==> src/rtl/sdet_pkg.sv <==
// shared types and constants of the step detector
package sdet_pkg;

	// configuration register indexes
	localparam logic [1:0] CFG_WEIGHT    = 2'd0;
	localparam logic [1:0] CFG_THRESHOLD = 2'd1;
	localparam logic [1:0] CFG_GAP       = 2'd2;

	localparam int CFG_INDEX_W = 2;
	localparam int CFG_DATA_W  = 16;
	localparam int WEIGHT_W    = 9;
	localparam int LEVEL_W     = 16;
	localparam int TIME_W      = 32;
	localparam int TALLY_W     = 32;

	// register values after reset
	localparam logic [WEIGHT_W-1:0] WEIGHT_RESET    = 9'd51;
	localparam logic [LEVEL_W-1:0]  THRESHOLD_RESET = 16'd1472;
	localparam logic [LEVEL_W-1:0]  GAP_RESET       = 16'd300;

	// smoothed level: 16 integer bits, 8 fraction bits
	localparam int LEVEL_FRAC = 8;
	localparam int ACC_W      = LEVEL_W + LEVEL_FRAC;
	localparam logic [ACC_W-1:0] ACC_MAX = {ACC_W{1'b1}};
	localparam logic [LEVEL_W-1:0] LEVEL_MAX = {LEVEL_W{1'b1}};

	// commands from the controller to the datapath
	typedef struct packed {
		logic       load;
		logic       sq_prod;
		logic       sq_acc;
		logic [1:0] sq_sel;
		logic       root_init;
		logic       root_step;
		logic       ema_mul;
		logic       ema_add;
		logic       commit;
	} cmd_t;

	// status from the datapath to the controller
	typedef struct packed {
		logic out_free;
	} status_t;

endpackage

==> src/rtl/sdet_in_if.sv <==
// input channel of the step detector: one acceleration sample per item
interface sdet_in_if #(
	parameter int ACCEL_WIDTH = 16
) ();
	logic                          valid;
	logic                          ready;
	logic signed [ACCEL_WIDTH-1:0] accel_x;
	logic signed [ACCEL_WIDTH-1:0] accel_y;
	logic signed [ACCEL_WIDTH-1:0] accel_z;
	logic [31:0]                   time_ms;

	modport source(output valid, accel_x, accel_y, accel_z, time_ms, input ready);
	modport sink(input valid, accel_x, accel_y, accel_z, time_ms, output ready);
endinterface

==> src/rtl/sdet_out_if.sv <==
// output channel of the step detector: one result per item
interface sdet_out_if ();
	logic        valid;
	logic        ready;
	logic        step_seen;
	logic [31:0] step_total;
	logic [15:0] smoothed_level;

	modport source(output valid, step_seen, step_total, smoothed_level, input ready);
	modport sink(input valid, step_seen, step_total, smoothed_level, output ready);
endinterface

==> src/rtl/sdet_ctrl.sv <==
// controller state machine of the step detector
module sdet_ctrl #(
	parameter int ACCEL_WIDTH = 16
) (
	input  logic             clk,
	input  logic             arst_n,
	input  logic             in_valid,
	output logic             in_ready,
	input  sdet_pkg::status_t status,
	output sdet_pkg::cmd_t    cmd
);
	localparam int CNT_W = $clog2(ACCEL_WIDTH);
	localparam logic [CNT_W-1:0] SQ_LAST   = CNT_W'(3);
	localparam logic [CNT_W-1:0] ROOT_LAST = CNT_W'(ACCEL_WIDTH - 1);

	typedef enum logic [5:0] {
		ST_IDLE    = 6'b000001,
		ST_SQUARE  = 6'b000010,
		ST_ROOT    = 6'b000100,
		ST_EMA_MUL = 6'b001000,
		ST_EMA_ADD = 6'b010000,
		ST_COMMIT  = 6'b100000
	} state_t;

	state_t           state_q, state_d;
	logic [CNT_W-1:0] cnt_q, cnt_d;

	// next state and commands
	always_comb begin
		state_d = state_q;
		cnt_d   = cnt_q;
		cmd     = '0;
		in_ready = 1'b0;
		case (state_q)
			ST_IDLE: begin
				in_ready = 1'b1;
				if (in_valid) begin
					cmd.load = 1'b1;
					cnt_d    = '0;
					state_d  = ST_SQUARE;
				end
			end
			ST_SQUARE: begin
				// one square per cycle into the product register, then added to the radicand
				cmd.sq_sel  = cnt_q[1:0];
				cmd.sq_prod = (cnt_q != SQ_LAST);
				cmd.sq_acc  = (cnt_q != '0);
				if (cnt_q == SQ_LAST) begin
					cmd.root_init = 1'b1;
					cnt_d         = '0;
					state_d       = ST_ROOT;
				end else begin
					cnt_d = cnt_q + 1'b1;
				end
			end
			ST_ROOT: begin
				// one root bit per cycle
				cmd.root_step = 1'b1;
				if (cnt_q == ROOT_LAST) begin
					state_d = ST_EMA_MUL;
				end else begin
					cnt_d = cnt_q + 1'b1;
				end
			end
			ST_EMA_MUL: begin
				cmd.ema_mul = 1'b1;
				state_d     = ST_EMA_ADD;
			end
			ST_EMA_ADD: begin
				cmd.ema_add = 1'b1;
				state_d     = ST_COMMIT;
			end
			ST_COMMIT: begin
				// wait for the output register to free up
				if (status.out_free) begin
					cmd.commit = 1'b1;
					state_d    = ST_IDLE;
				end
			end
			default: begin
				state_d = ST_IDLE;
			end
		endcase
	end

	// state registers
	always_ff @(posedge clk or negedge arst_n) begin
		if (!arst_n) begin
			state_q <= ST_IDLE;
			cnt_q   <= '0;
		end else begin
			state_q <= state_d;
			cnt_q   <= cnt_d;
		end
	end

endmodule

==> src/rtl/sdet_dp.sv <==
// datapath of the step detector: squares, root, smoothing, step decision
module sdet_dp #(
	parameter int ACCEL_WIDTH      = 16,
	parameter int WEIGHT_FRAC_BITS = 8
) (
	input  logic                                  clk,
	input  logic                                  arst_n,
	input  logic                                  cfg_we,
	input  logic [sdet_pkg::CFG_INDEX_W-1:0]      cfg_index,
	input  logic [sdet_pkg::CFG_DATA_W-1:0]       cfg_data,
	input  logic signed [ACCEL_WIDTH-1:0]         accel_x,
	input  logic signed [ACCEL_WIDTH-1:0]         accel_y,
	input  logic signed [ACCEL_WIDTH-1:0]         accel_z,
	input  logic [sdet_pkg::TIME_W-1:0]           time_ms,
	input  sdet_pkg::cmd_t                        cmd,
	output sdet_pkg::status_t                     status,
	output logic                                  out_valid,
	input  logic                                  out_ready,
	output logic                                  step_seen,
	output logic [sdet_pkg::TALLY_W-1:0]          step_total,
	output logic [sdet_pkg::LEVEL_W-1:0]          smoothed_level
);
	localparam int SQ_W   = 2 * ACCEL_WIDTH;
	localparam int REM_W  = ACCEL_WIDTH + 2;
	localparam int WC_W   = WEIGHT_FRAC_BITS + 1;
	localparam int WEXT_W = (WC_W > sdet_pkg::WEIGHT_W) ? WC_W : sdet_pkg::WEIGHT_W;
	localparam int MAC_W  = WEIGHT_FRAC_BITS + sdet_pkg::ACC_W + 2;
	localparam int SHR_W  = MAC_W - WEIGHT_FRAC_BITS;
	localparam int EXT_W  = ACCEL_WIDTH + sdet_pkg::LEVEL_W;
	localparam logic [WC_W-1:0]  W_ONE = {1'b1, {WEIGHT_FRAC_BITS{1'b0}}};
	localparam logic [MAC_W-1:0] HALF  = MAC_W'(1) << (WEIGHT_FRAC_BITS - 1);

	// magnitude of a two's complement axis value
	function automatic logic [ACCEL_WIDTH-1:0] axis_abs(input logic [ACCEL_WIDTH-1:0] v);
		logic [ACCEL_WIDTH-1:0] r;
		r = v[ACCEL_WIDTH-1] ? (~v + 1'b1) : v;
		return r;
	endfunction

	logic [sdet_pkg::WEIGHT_W-1:0] weight_q;
	logic [sdet_pkg::LEVEL_W-1:0]  thr_q;
	logic [sdet_pkg::LEVEL_W-1:0]  gap_q;

	logic [ACCEL_WIDTH-1:0]        abs_q [3];
	logic [sdet_pkg::TIME_W-1:0]   time_q;
	logic [SQ_W-1:0]               prod_q;
	logic [SQ_W-1:0]               rad_q;
	logic [REM_W-1:0]              rem_q;
	logic [ACCEL_WIDTH-1:0]        root_q;
	logic [MAC_W-1:0]              mac_q;
	logic [sdet_pkg::ACC_W-1:0]    acc_q;
	logic [sdet_pkg::TALLY_W-1:0]  tally_q;
	logic [sdet_pkg::TIME_W-1:0]   last_q;

	logic                          out_valid_q;
	logic                          out_seen_q;
	logic [sdet_pkg::TALLY_W-1:0]  out_total_q;
	logic [sdet_pkg::LEVEL_W-1:0]  out_level_q;

	// configuration registers
	always_ff @(posedge clk or negedge arst_n) begin
		if (!arst_n) begin
			weight_q <= sdet_pkg::WEIGHT_RESET;
			thr_q    <= sdet_pkg::THRESHOLD_RESET;
			gap_q    <= sdet_pkg::GAP_RESET;
		end else if (cfg_we) begin
			case (cfg_index)
				sdet_pkg::CFG_WEIGHT:    weight_q <= cfg_data[sdet_pkg::WEIGHT_W-1:0];
				sdet_pkg::CFG_THRESHOLD: thr_q    <= cfg_data[sdet_pkg::LEVEL_W-1:0];
				sdet_pkg::CFG_GAP:       gap_q    <= cfg_data[sdet_pkg::LEVEL_W-1:0];
				default: begin
				end
			endcase
		end
	end

	// shared squarer input
	logic [ACCEL_WIDTH-1:0] sq_in;
	assign sq_in = (cmd.sq_sel == 2'd0) ? abs_q[0] :
	               (cmd.sq_sel == 2'd1) ? abs_q[1] : abs_q[2];

	// one root digit: remainder with two more radicand bits against the trial
	logic [REM_W-1:0] rem_sh;
	logic [REM_W-1:0] trial;
	logic             root_ge;
	assign rem_sh  = {rem_q[ACCEL_WIDTH-1:0], rad_q[SQ_W-1 -: 2]};
	assign trial   = {root_q, 2'b01};
	assign root_ge = (rem_sh >= trial);

	// magnitude saturated to the level range
	logic [EXT_W-1:0]             root_ext;
	logic [sdet_pkg::LEVEL_W-1:0] mag;
	assign root_ext = EXT_W'(root_q);
	assign mag = (root_ext > EXT_W'(sdet_pkg::LEVEL_MAX)) ? sdet_pkg::LEVEL_MAX
	                                                      : root_ext[sdet_pkg::LEVEL_W-1:0];

	// weight clamped to one, and its complement
	logic [WEXT_W-1:0] w_ext;
	logic [WC_W-1:0]   w_c;
	logic [WC_W-1:0]   w_rest;
	assign w_ext  = WEXT_W'(weight_q);
	assign w_c    = (w_ext > WEXT_W'(W_ONE)) ? W_ONE : w_ext[WC_W-1:0];
	assign w_rest = W_ONE - w_c;

	// smoothing: new magnitude term first, then the old level term
	logic [MAC_W-1:0]          new_term;
	logic [MAC_W-1:0]          total;
	logic [SHR_W-1:0]          total_shr;
	logic [sdet_pkg::ACC_W-1:0] acc_next;
	assign new_term  = MAC_W'(w_c) * MAC_W'({mag, {sdet_pkg::LEVEL_FRAC{1'b0}}}) + HALF;
	assign total     = mac_q + MAC_W'(w_rest) * MAC_W'(acc_q);
	assign total_shr = total[MAC_W-1:WEIGHT_FRAC_BITS];
	assign acc_next  = (total_shr > SHR_W'(sdet_pkg::ACC_MAX)) ? sdet_pkg::ACC_MAX
	                                                          : total_shr[sdet_pkg::ACC_W-1:0];

	// step decision against threshold and minimum gap
	logic [sdet_pkg::TIME_W-1:0]  since_last;
	logic                         above;
	logic                         gap_ok;
	logic                         seen;
	logic [sdet_pkg::TALLY_W-1:0] tally_next;
	assign since_last = time_q - last_q;
	assign above      = (acc_q > {thr_q, {sdet_pkg::LEVEL_FRAC{1'b0}}});
	assign gap_ok     = (since_last > sdet_pkg::TIME_W'(gap_q));
	assign seen       = above && gap_ok;
	assign tally_next = (seen && (tally_q != {sdet_pkg::TALLY_W{1'b1}})) ? tally_q + 1'b1
	                                                                     : tally_q;

	// sample capture, squares and root iteration
	always_ff @(posedge clk) begin
		if (cmd.load) begin
			abs_q[0] <= axis_abs(accel_x);
			abs_q[1] <= axis_abs(accel_y);
			abs_q[2] <= axis_abs(accel_z);
			time_q   <= time_ms;
			rad_q    <= '0;
		end
		if (cmd.sq_prod) begin
			prod_q <= SQ_W'(sq_in) * SQ_W'(sq_in);
		end
		if (cmd.sq_acc) begin
			rad_q <= rad_q + prod_q;
		end
		if (cmd.root_init) begin
			rem_q  <= '0;
			root_q <= '0;
		end
		if (cmd.root_step) begin
			rad_q  <= {rad_q[SQ_W-3:0], 2'b00};
			rem_q  <= root_ge ? (rem_sh - trial) : rem_sh;
			root_q <= {root_q[ACCEL_WIDTH-2:0], root_ge};
		end
		if (cmd.ema_mul) begin
			mac_q <= new_term;
		end
	end

	// detector state
	always_ff @(posedge clk or negedge arst_n) begin
		if (!arst_n) begin
			acc_q   <= '0;
			tally_q <= '0;
			last_q  <= '0;
		end else begin
			if (cmd.ema_add) begin
				acc_q <= acc_next;
			end
			if (cmd.commit) begin
				tally_q <= tally_next;
				if (seen) begin
					last_q <= time_q;
				end
			end
		end
	end

	// output register
	always_ff @(posedge clk or negedge arst_n) begin
		if (!arst_n) begin
			out_valid_q <= 1'b0;
		end else if (cmd.commit) begin
			out_valid_q <= 1'b1;
		end else if (out_ready) begin
			out_valid_q <= 1'b0;
		end
	end

	always_ff @(posedge clk) begin
		if (cmd.commit) begin
			out_seen_q  <= seen;
			out_total_q <= tally_next;
			out_level_q <= acc_q[sdet_pkg::ACC_W-1:sdet_pkg::LEVEL_FRAC];
		end
	end

	assign status.out_free = !out_valid_q || out_ready;
	assign out_valid       = out_valid_q;
	assign step_seen       = out_seen_q;
	assign step_total      = out_total_q;
	assign smoothed_level  = out_level_q;

endmodule

==> src/rtl/step_detector_ema_threshold.sv <==
// top level of the step detector: magnitude, smoothing and step count
//
// in_ch takes one item per sample: three signed acceleration axes and a
// millisecond timestamp. out_ch gives one item per sample: whether a step
// was counted, the saturating step total and the integer smoothed level.
// The cfg port writes smoothing weight (0), threshold (1) and minimum gap (2)
// at any clock edge with cfg_we high; write only while no sample is in work.
// An item is accepted only while the controller is idle. The squares are
// formed on one shared multiplier, the square root is worked out at one bit
// per cycle, then smoothing multiplies and adds, and the decision follows.
// A new sample is taken only after the current one has been committed; the
// bit-serial root takes the largest share of the work on each sample.
// A finished result sits in the output register while the next sample is
// accepted and worked; if the receiver still stalls when that sample is
// done, the controller holds it until the register frees.
// Reset clears the level, the step total and the last step time, and loads
// the reset values of the three registers.
module step_detector_ema_threshold #(
	parameter int ACCEL_WIDTH      = 16,
	parameter int WEIGHT_FRAC_BITS = 8
) (
	input  logic                              clk,
	input  logic                              arst_n,
	input  logic                              cfg_we,
	input  logic [sdet_pkg::CFG_INDEX_W-1:0]  cfg_index,
	input  logic [sdet_pkg::CFG_DATA_W-1:0]   cfg_data,
	sdet_in_if.sink                           in_ch,
	sdet_out_if.source                        out_ch
);
	sdet_pkg::cmd_t    cmd;
	sdet_pkg::status_t status;
	logic              in_ready;

	// controller
	sdet_ctrl #(
		.ACCEL_WIDTH(ACCEL_WIDTH)
	) u_ctrl (
		.clk     (clk),
		.arst_n  (arst_n),
		.in_valid(in_ch.valid),
		.in_ready(in_ready),
		.status  (status),
		.cmd     (cmd)
	);

	assign in_ch.ready = in_ready;

	// datapath
	sdet_dp #(
		.ACCEL_WIDTH     (ACCEL_WIDTH),
		.WEIGHT_FRAC_BITS(WEIGHT_FRAC_BITS)
	) u_dp (
		.clk           (clk),
		.arst_n        (arst_n),
		.cfg_we        (cfg_we),
		.cfg_index     (cfg_index),
		.cfg_data      (cfg_data),
		.accel_x       (in_ch.accel_x),
		.accel_y       (in_ch.accel_y),
		.accel_z       (in_ch.accel_z),
		.time_ms       (in_ch.time_ms),
		.cmd           (cmd),
		.status        (status),
		.out_valid     (out_ch.valid),
		.out_ready     (out_ch.ready),
		.step_seen     (out_ch.step_seen),
		.step_total    (out_ch.step_total),
		.smoothed_level(out_ch.smoothed_level)
	);

`ifndef SYNTHESIS
	// no second item is taken while one is in work
	a_busy_after_accept: assert property (@(posedge clk) disable iff (!arst_n)
		in_ch.valid && in_ch.ready |=> !in_ch.ready)
		else $error("item accepted while the previous one was in work");

	// a result is never written over one still waiting
	a_no_overwrite: assert property (@(posedge clk) disable iff (!arst_n)
		cmd.commit |-> (!out_ch.valid || out_ch.ready))
		else $error("result overwritten before it was taken");

	// a committed result shows up on the output
	a_commit_visible: assert property (@(posedge clk) disable iff (!arst_n)
		cmd.commit |=> out_ch.valid)
		else $error("committed result not presented");
`endif

endmodule
==> src/flat_wrapper.sv <==
// flat-port wrapper written by rule: the top's interface ports become plain ports
module step_detector_ema_threshold_flat 
#(
	parameter int ACCEL_WIDTH      = 16,
	parameter int WEIGHT_FRAC_BITS = 8
)
  (clk, arst_n, cfg_we, cfg_index, cfg_data, in_ch_valid, in_ch_accel_x, in_ch_accel_y, in_ch_accel_z, in_ch_time_ms, in_ch_ready, out_ch_valid, out_ch_step_seen, out_ch_step_total, out_ch_smoothed_level, out_ch_ready);
  sdet_in_if #(.ACCEL_WIDTH(ACCEL_WIDTH)) in_ch_i ();
  sdet_out_if out_ch_i ();
  input  logic clk;
  input  logic arst_n;
  input  logic cfg_we;
  input  logic [sdet_pkg::CFG_INDEX_W-1:0] cfg_index;
  input  logic [sdet_pkg::CFG_DATA_W-1:0] cfg_data;
  input wire logic [$bits(in_ch_i.valid)-1:0] in_ch_valid;
  input wire logic [$bits(in_ch_i.accel_x)-1:0] in_ch_accel_x;
  input wire logic [$bits(in_ch_i.accel_y)-1:0] in_ch_accel_y;
  input wire logic [$bits(in_ch_i.accel_z)-1:0] in_ch_accel_z;
  input wire logic [$bits(in_ch_i.time_ms)-1:0] in_ch_time_ms;
  output wire logic [$bits(in_ch_i.ready)-1:0] in_ch_ready;
  output wire logic [$bits(out_ch_i.valid)-1:0] out_ch_valid;
  output wire logic [$bits(out_ch_i.step_seen)-1:0] out_ch_step_seen;
  output wire logic [$bits(out_ch_i.step_total)-1:0] out_ch_step_total;
  output wire logic [$bits(out_ch_i.smoothed_level)-1:0] out_ch_smoothed_level;
  input wire logic [$bits(out_ch_i.ready)-1:0] out_ch_ready;
  assign in_ch_i.valid = in_ch_valid;
  assign in_ch_i.accel_x = in_ch_accel_x;
  assign in_ch_i.accel_y = in_ch_accel_y;
  assign in_ch_i.accel_z = in_ch_accel_z;
  assign in_ch_i.time_ms = in_ch_time_ms;
  assign in_ch_ready = in_ch_i.ready;
  assign out_ch_valid = out_ch_i.valid;
  assign out_ch_step_seen = out_ch_i.step_seen;
  assign out_ch_step_total = out_ch_i.step_total;
  assign out_ch_smoothed_level = out_ch_i.smoothed_level;
  assign out_ch_i.ready = out_ch_ready;
  step_detector_ema_threshold #(.ACCEL_WIDTH(ACCEL_WIDTH), .WEIGHT_FRAC_BITS(WEIGHT_FRAC_BITS)) u_core (.clk(clk), .arst_n(arst_n), .cfg_we(cfg_we), .cfg_index(cfg_index), .cfg_data(cfg_data), .in_ch(in_ch_i), .out_ch(out_ch_i));
endmodule
==> config.mk <==
export PLATFORM = sky130hd
export DESIGN_NAME = step_detector_ema_threshold_flat
export DESIGN_NICKNAME = d
export VERILOG_FILES = /design/src/rtl/sdet_pkg.sv /design/src/rtl/sdet_in_if.sv /design/src/rtl/sdet_out_if.sv /design/src/rtl/sdet_ctrl.sv /design/src/rtl/sdet_dp.sv /design/src/rtl/step_detector_ema_threshold.sv /design/src/flat_wrapper.sv
export SDC_FILE = /design/constraint.sdc
export NUM_CORES = 2
export LEC_CHECK = 0
export ABC_CLOCK_PERIOD_IN_PS = 7800
export BUFFER_PORTS_ARGS = -buffer_cell sky130_fd_sc_hd__buf_4
export CORE_MARGIN = 4
export CORE_UTILIZATION = 50
export CTS_CLUSTER_DIAMETER = 40
export DETAILED_ROUTE_END_ITERATION = 12
export PLACE_DENSITY = 0.69
export SLEW_MARGIN = 20
export SYNTH_ARGS = -nofsm -noshare
export SYNTH_HDL_FRONTEND = slang
export SYNTH_SLANG_ARGS = --single-unit
==> constraint.sdc <==
create_clock -name clk -period 7.8 [get_ports clk]
set_input_delay 0.78 -clock clk [delete_from_list [all_inputs] [get_ports clk]]
set_output_delay 0.78 -clock clk [all_outputs]
set_load 0.02 [all_outputs]
Word-level counts from Yosys, hierarchy flattened

Memory sizes are Yosys's and may differ from the RTL's.
Index checks and enable logic that the tools add are counted.

Register bits: 351
Memory bits (writable): 48
Input port bits: 103
Output and inout bits: 51
Word-level logic and storage cells: 119
Memories kept: 1

Memory list:

| name              | words | width | rd ports | clocked after memory_dff | wr ports | RTL line      | source |
|---|---|---|---|---|---|---|---|
| u_core.u_dp.abs_q | 3     | 16    | 3        | 0                        | 3        | sdet_dp.sv:44 | `logic [ACCEL_WIDTH-1:0] abs_q [3];` |

$add $sub $neg: 11
$mul: 3
Magnitude comparators: 6
Eq/ne operators: 18
Multiplexer cells: 40
Bitwise operators: 3
Reductions and logical operators: 18

Operators with widths:

| cell                    | number |
|---|---|
| $mux W16                | 11 |
| $mux W32                | 4 |
| $add A16 B1 Y16 const B | 3 |
| $not A16 Y16            | 3 |
| $pmux W6 S6             | 1 |
| $add A33 B8 Y34 const B | 1 |
| $add A34 B33 Y34        | 1 |
| $mul A9 B24 Y33         | 1 |
| $add A32 B1 Y32 const B | 1 |
| $add A32 B32 Y32        | 1 |
| $gt A32 B16 Y1          | 1 |
| $mul A16 B16 Y32        | 1 |
| $ne A32 B32 Y1 const B  | 1 |
| $sub A32 B32 Y32        | 1 |
| $gt A26 B24 Y1 const B  | 1 |
| $mul A9 B16 Y25         | 1 |
| $gt A24 B24 Y1          | 1 |
| $mux W24                | 1 |
| $mux W6                 | 4 |
| $ge A18 B18 Y1          | 1 |
| $gt A16 B16 Y1 const B  | 1 |
| $sub A16 B16 Y16        | 1 |
| $mux W1                 | 13 |
| $mux W4                 | 3 |
| other kinds (29)        | 41 |

Longest topological paths before layout

Depth after elaboration: 7
Depth in mapped cells: 34
Depth with buffers taken out: 32

Hierarchy

From an unflattened synthesis, not the netlist that was laid out.

Cells, all modules: 4013
Area total of the unflattened synthesis: 39162.6 um^2

Modules (own cells, without submodules):

| module    | times used | cells each | area an instance (um^2) | sequential area each (um^2) |
|---|---|---|---|---|
| sdet_dp   | 1          | 3935       | 38465.6                 | 10725.3 |
| sdet_ctrl | 1          | 78         | 696.9                   | 251.5 |

Least setup slack after synthesis

Ideal clock, no wire load.

Path kind: register -> register
Start: register u_core.u_ctrl.state_q[5]
End: register u_core.u_dp.prod_q[31] (data pin)
Library setup time: 167 ps
Arrival: 7825 ps
Data required time: 7633 ps
Slack: -192 ps
Cell stages (with the launch flop): 31
Buffers on the path: 0
Period minus slack after synthesis: 7992 ps
Path through: dfrtp_1 nor2_1 nand2_1 nor3b_1 o21ai_1 a22oi_1 clkinv_1 nand2_1 inv_1 fa_1 inv_1 fa_1 inv_1 fa_1 inv_1 fa_1 inv_1 fa_1 inv_1 fa_1 inv_1 ha_1 or2_2 a31oi_1 o31ai_1 o41ai_1 o21ai_0 a221oi_1 o31a_1 nor2_1 a211oi_1

Longest elaborated chain between the ends: 6
Elaborated cells on any way between the ends: 7
Classes of those cells: 1 x mul; 2 x eq/ne; 3 x mux; 1 x reduce/logical

RTL lines:

| item                   | RTL line        | source |
|---|---|---|
| from (decl)            | sdet_ctrl.sv:25 | `state_t state_q, state_d;` |
| from (signal assigned) | sdet_ctrl.sv:92 | `state_q <= state_d;` |
| $eq A6 B2 Y1 (*)       | sdet_ctrl.sv:34 | `case (state_q)` |
| $mux W5 (*)            | sdet_ctrl.sv:34 |  |
| $eq A2 B1 Y1           | sdet_dp.sv:80   | `(cmd.sq_sel == 2'd1) ? abs_q[1] : abs_q[2];` |
| $mux W16               | sdet_dp.sv:80   |  |
| $mux W16 (*)           | sdet_dp.sv:79   | `assign sq_in = (cmd.sq_sel == 2'd0) ? abs_q[0] :` |
| $mul A16 B16 Y32 (*)   | sdet_dp.sv:139  | `prod_q <= SQ_W'(sq_in) * SQ_W'(sq_in);` |
| to (signal assigned)   | sdet_dp.sv:139  |  |
| to (decl)              | sdet_dp.sv:46   | `logic [SQ_W-1:0] prod_q;` |

Every way passes the cells marked *; elsewhere a longest branch is shown, timed or not.
A chain may end at the register's enable or synchronous reset.

Final worst setup path

Start: register u_core.u_dp.weight_q (netlist bit u_core.u_dp.w_ext[8])
End: register u_core.u_dp.acc_q[11] in the netlist's numbering

Longest elaborated chain between the ends: 7

RTL lines:

| item                   | RTL line       | source |
|---|---|---|
| from (decl)            | sdet_dp.sv:40  | `logic [sdet_pkg::WEIGHT_W-1:0] weight_q;` |
| from (signal assigned) | sdet_dp.sv:63  | `weight_q <= sdet_pkg::WEIGHT_RESET;` |
| from (signal assigned) | sdet_dp.sv:68  | `sdet_pkg::CFG_WEIGHT: weight_q <= cfg_data[sdet_pkg::WEIGHT_W-1:0];` |
| $gt A9 B9 Y1           | sdet_dp.sv:102 | `assign w_c = (w_ext > WEXT_W'(W_ONE)) ? W_ONE : w_ext[WC_W-1:0];` |
| $mux W9 (*)            | sdet_dp.sv:102 |  |
| $sub A9 B9 Y9 (*)      | sdet_dp.sv:103 | `assign w_rest = W_ONE - w_c;` |
| $mul A9 B24 Y33 (*)    | sdet_dp.sv:111 | `assign total = mac_q + MAC_W'(w_rest) * MAC_W'(acc_q);` |
| $add A34 B33 Y34 (*)   | sdet_dp.sv:111 |  |
| $gt A26 B24 Y1         | sdet_dp.sv:113 | `assign acc_next = (total_shr > SHR_W'(sdet_pkg::ACC_MAX)) ? sdet_pkg::ACC_MAX` |
| $mux W24 (*)           | sdet_dp.sv:113 |  |
| to (signal assigned)   | sdet_dp.sv:166 | `acc_q <= acc_next;` |
| to (decl)              | sdet_dp.sv:51  | `logic [sdet_pkg::ACC_W-1:0] acc_q;` |

Marks and branches as above.

==> summary.txt <==
Net total in the final layout - 5006
Slowest cell on the critical path - fa_1
Global route hottest layer - met2
Area Growth Syn to Fin - 17.0%
Worst-Skew Late Latency - 0.63 ns
Via count of the first global-routing pass - 29547
CP peak stage delay - 0.58 ns
Number of fill cells - 6350
Cell type with the highest occurrence count on the critical path - fa_1
Clk_skew - 0.0340 ns
Number of pins exceeding their max-slew limit in the final report - 0
Average detailed-routed wire length per instance - 17.4 um
Horiz. Die Dim - 287 um
Register bit count reported by yosys - 389
Largest area contributor in the netlist - fa_1
Number of buffer and inverter stages on the critical path - 8
Routed wire length - 91100 um
Num Clock Sinks - 389
Number of diodes added for antenna fixing - 0
Most common cell after layout, fill and taps aside - inv_1
Antenna violations before repair - 0
Weighted congestion at the end of routability-driven global placement - 0.899
Timing startpoint of the critical path - u_core.u_dp.w_ext[8]
Fraction of layout cells with a size suffix above 1 - 15.0%
Critical register-to-register path startpoint - u_core.u_dp.w_ext[8]
Data required time of the critical path - 8.30 ns
Max-cap violation count - 0
Height of the chip - 287 um
Crit path launch type - register
Cell depth of the worst flop-to-flop path - 28
Highest-count cells in the layout ignoring fill and taps - inv_1, fa_1, nand2_1
Netlist Area Pre-Place - 38800 um^2
Cell at the root of the clock tree - clkbuf_16
Area share of the largest cell type after synthesis - 22.9%
Worst Tran Pin Value - 1.06 ns
Iteration-0 DRC count of the detailed router - 1641
Data arrival time of the critical path - 8.20 ns
Slew margin rel. - 28.7%
Critical-path maximum fanout - 14
Endpoints failing hold - 0
Die outline area - 82200 um^2
Post-synth cell types - 85
Endpoint of the worst register-to-register path - u_core.u_dp.acc_q[11]
Ys Warns - 0
Core Rows - 101
Residual DRC - 0
Vias per std cell - 5.39
Timing endpoint of the critical path - u_core.u_dp.acc_q[11]
Overall fraction of global-route tracks in use - 22.3%
Footprint of the flip-flops and latches - 11000 um^2
Post-detailed-route count of antenna-violating nets - 0
Average footprint of a synthesized cell - 9.97 um^2
Unrepaired setup endpoints after global routing - yes
Grt total ovfl - 0
H-Tree Depth - 3
Initial standard-cell utilization of the core - 50.8%
Met1 Resource Use GR - 28.0%
I/O pin count - 154
DP Area - 41800 um^2
Global-route track usage on met2 - 39.5%
Met3 capacity usage during global routing - 2.79%
Startpoint-to-endpoint class of the critical path - register to register
Number of vias after detailed routing - 28241
Post-route fraction of the period consumed by the critical path - 98.7%
Final Cell Area - 45400 um^2
CTS clock-pin slew for the worst setup and hold paths - 0.05 ns
Num CTS Buffers - 75
Sequential-to-total area share from yosys stat - 28.3%
Final setup violating endpoints - 0
I/O Buffers - 153
Run status - completed
Min Clock Period, post-route - 7.70 ns
Post-synthesis async set-or-reset flop share - 36.0%
Area of the multi-input gates - 25400 um^2
Fmax - 0.130 GHz
Post-Synthesis Net Count - 4755
Hold crit path type - primary input to asynchronous set/reset pin
Most common flop cell mapped by yosys - edfxtp_1
Biggest area contributors in the synthesized netlist - fa_1, edfxtp_1, ha_1
HPWL reported at the end of detailed placement - 68500 um
Number of detailed-route iterations in the first pass - 5
R2R Setup Slk - 0.10 ns
Worst path depth - 28
Max Buffers Root-to-Sink - 3
Kind of cell adding the most delay to the critical path - adder cells
Maximum number of pins on one net before global-route repair - 90
CTS tree - built
Core box area - 76500 um^2
Global-route wire length before repair - 149000 um
Number of enable flip-flop cells after synthesis - 247
Cells after synthesis - 3896
Nature of the critical path endpoint - register
[flip-flops by register name, summed over array words and instances, names as in the netlist, 6 cells and up]
| register | count |
|---|---|
| u_core.u_dp.w_ext | 9 |
| u_core.u_dp.step_total | 32 |
| u_core.u_dp.tally_q | 32 |
| u_core.u_dp.prod_q | 31 |
| u_core.u_dp.abs_q | 48 |
| u_core.u_dp.time_q | 32 |
| u_core.u_dp.root_q | 16 |
| u_core.u_dp.gap_q | 16 |
| u_core.u_dp.rem_q | 16 |
| u_core.u_dp.last_q | 32 |
| u_core.u_dp.smoothed_level | 16 |
| u_core.u_dp.acc_q | 24 |
| u_core.u_ctrl.state_q | 6 |
| u_core.u_dp.thr_q | 16 |
| u_core.u_dp.rad_q | 32 |
| u_core.u_dp.mac_q | 25 |
[worst reg2reg max path: cells and delay by family (launching register included)]
kind / cells / cell delay (ns)
fa+ha+maj: 6 / 2.99
compound gates: 6 / 1.48
simple gates: 6 / 1.01
flops: 1 / 0.48
buf+inv: 8 / 1.06
mux: 1 / 0.40
xor+xnor: 1 / 0.15
[through the flow]
| step | TNS (ns) | std cells | utilization (%) | hold slack (ns) | setup slack, ns |
|---|---|---|---|---|---|
| after floorplan | 0 | 3896 | - | 0.423 | 0.0667 |
| after global placement | 0 | 5064 | 54.6 | 0.468 | 0.0156 |
| after detailed placement | -1.41 | 5064 | 54.6 | 0.475 | -0.0694 |
| after CTS | 0 | 5208 | 58.3 | 0.229 | 0.00108 |
| after global routing | -3.31 | 5240 | 59.4 | 0.218 | -0.155 |
| final | 0 | 5240 | 59.4 | 0.155 | 0.104 |
[repair_timing]
item	4_1_cts	5_1_grt
gates resized for setup	13	142
setup endpoints to repair	25	33
buffers inserted	3	27
cloned	1	7
pin swaps	4	72
endpoints found under the hold margin	0	0
hold buffers	0	0
[logic make-up (layout without fill, tap and decap cells)]
group           count (synthesis)  in the layout  synth area share [%]
flops                         389            389                  28.3
compound gates                512            512                  9.19
buf+inv                       815           1126                  7.91
mux                            95             98                  2.69
fa+ha+maj                     756            756                  32.9
xor+xnor                      224            224                  5.05
simple gates                 1105           1105                  13.9
[final cells by class]
cell class                 instances  share of cell area, %
timing repair buffer             307                   5.48
inverter                         679                   5.65
multi-input combinational       2695                   55.9
sequential                       389                   24.2
tap                             1030                   2.84
clock buffer                      82                   4.26
clock inverter                    58                   1.74
[layer usage]
| metal | part of all wire, % | vias to the layer above |
|---|---|---|
| met5 | 0 | - |
| met4 | 3.8 | 0 |
| met3 | 4.6 | 209 |
| met2 | 50 | 658 |
| met1 | 41 | 13994 |
| li1 | - | 13380 |
[worst min path at each step]
stage,slack [ns],endpoint,depth (start not counted)
after floorplan,0.42,u_core.u_dp.smoothed_level[0],0
after global placement,0.47,u_core.u_dp.last_q[28],1
after detailed placement,0.47,u_core.u_dp.last_q[26],1
after CTS,0.23,u_core.u_dp.last_q[22],1
after global routing,0.22,u_core.u_dp.last_q[21],1
final,0.16,u_core.u_dp.last_q[20],1
[synth_stat cells, types with 7 or more instances]
cell type	number
a211o_1	7
a211oi_1	15
a21o_1	47
a21oi_1	118
a22o_1	56
a22oi_1	9
a31oi_1	17
and2_1	150
and3_1	29
buf_1	22
buf_2	11
clkbuf_1	103
clkinv_1	7
dfrtp_1	127
dfstp_2	13
edfxtp_1	247
fa_1	444
ha_1	312
inv_1	670
mux2_1	30
mux2_2	46
mux2i_1	19
nand2_1	351
nand2b_1	35
nand3_1	46
nand3b_1	9
nand4_1	25
nor2_1	226
nor2b_1	43
nor3_1	81
nor3b_1	13
nor4_1	38
o211ai_1	7
o21a_1	39
o21ai_0	77
o21bai_1	14
o22a_1	24
o31ai_1	16
o41ai_1	11
or2_2	14
or3_1	17
or4_1	7
xnor2_1	133
xor2_1	91
Power is not shown: default switching activity piles up to over one toggle a cycle in this logic, so the estimate is an artifact.
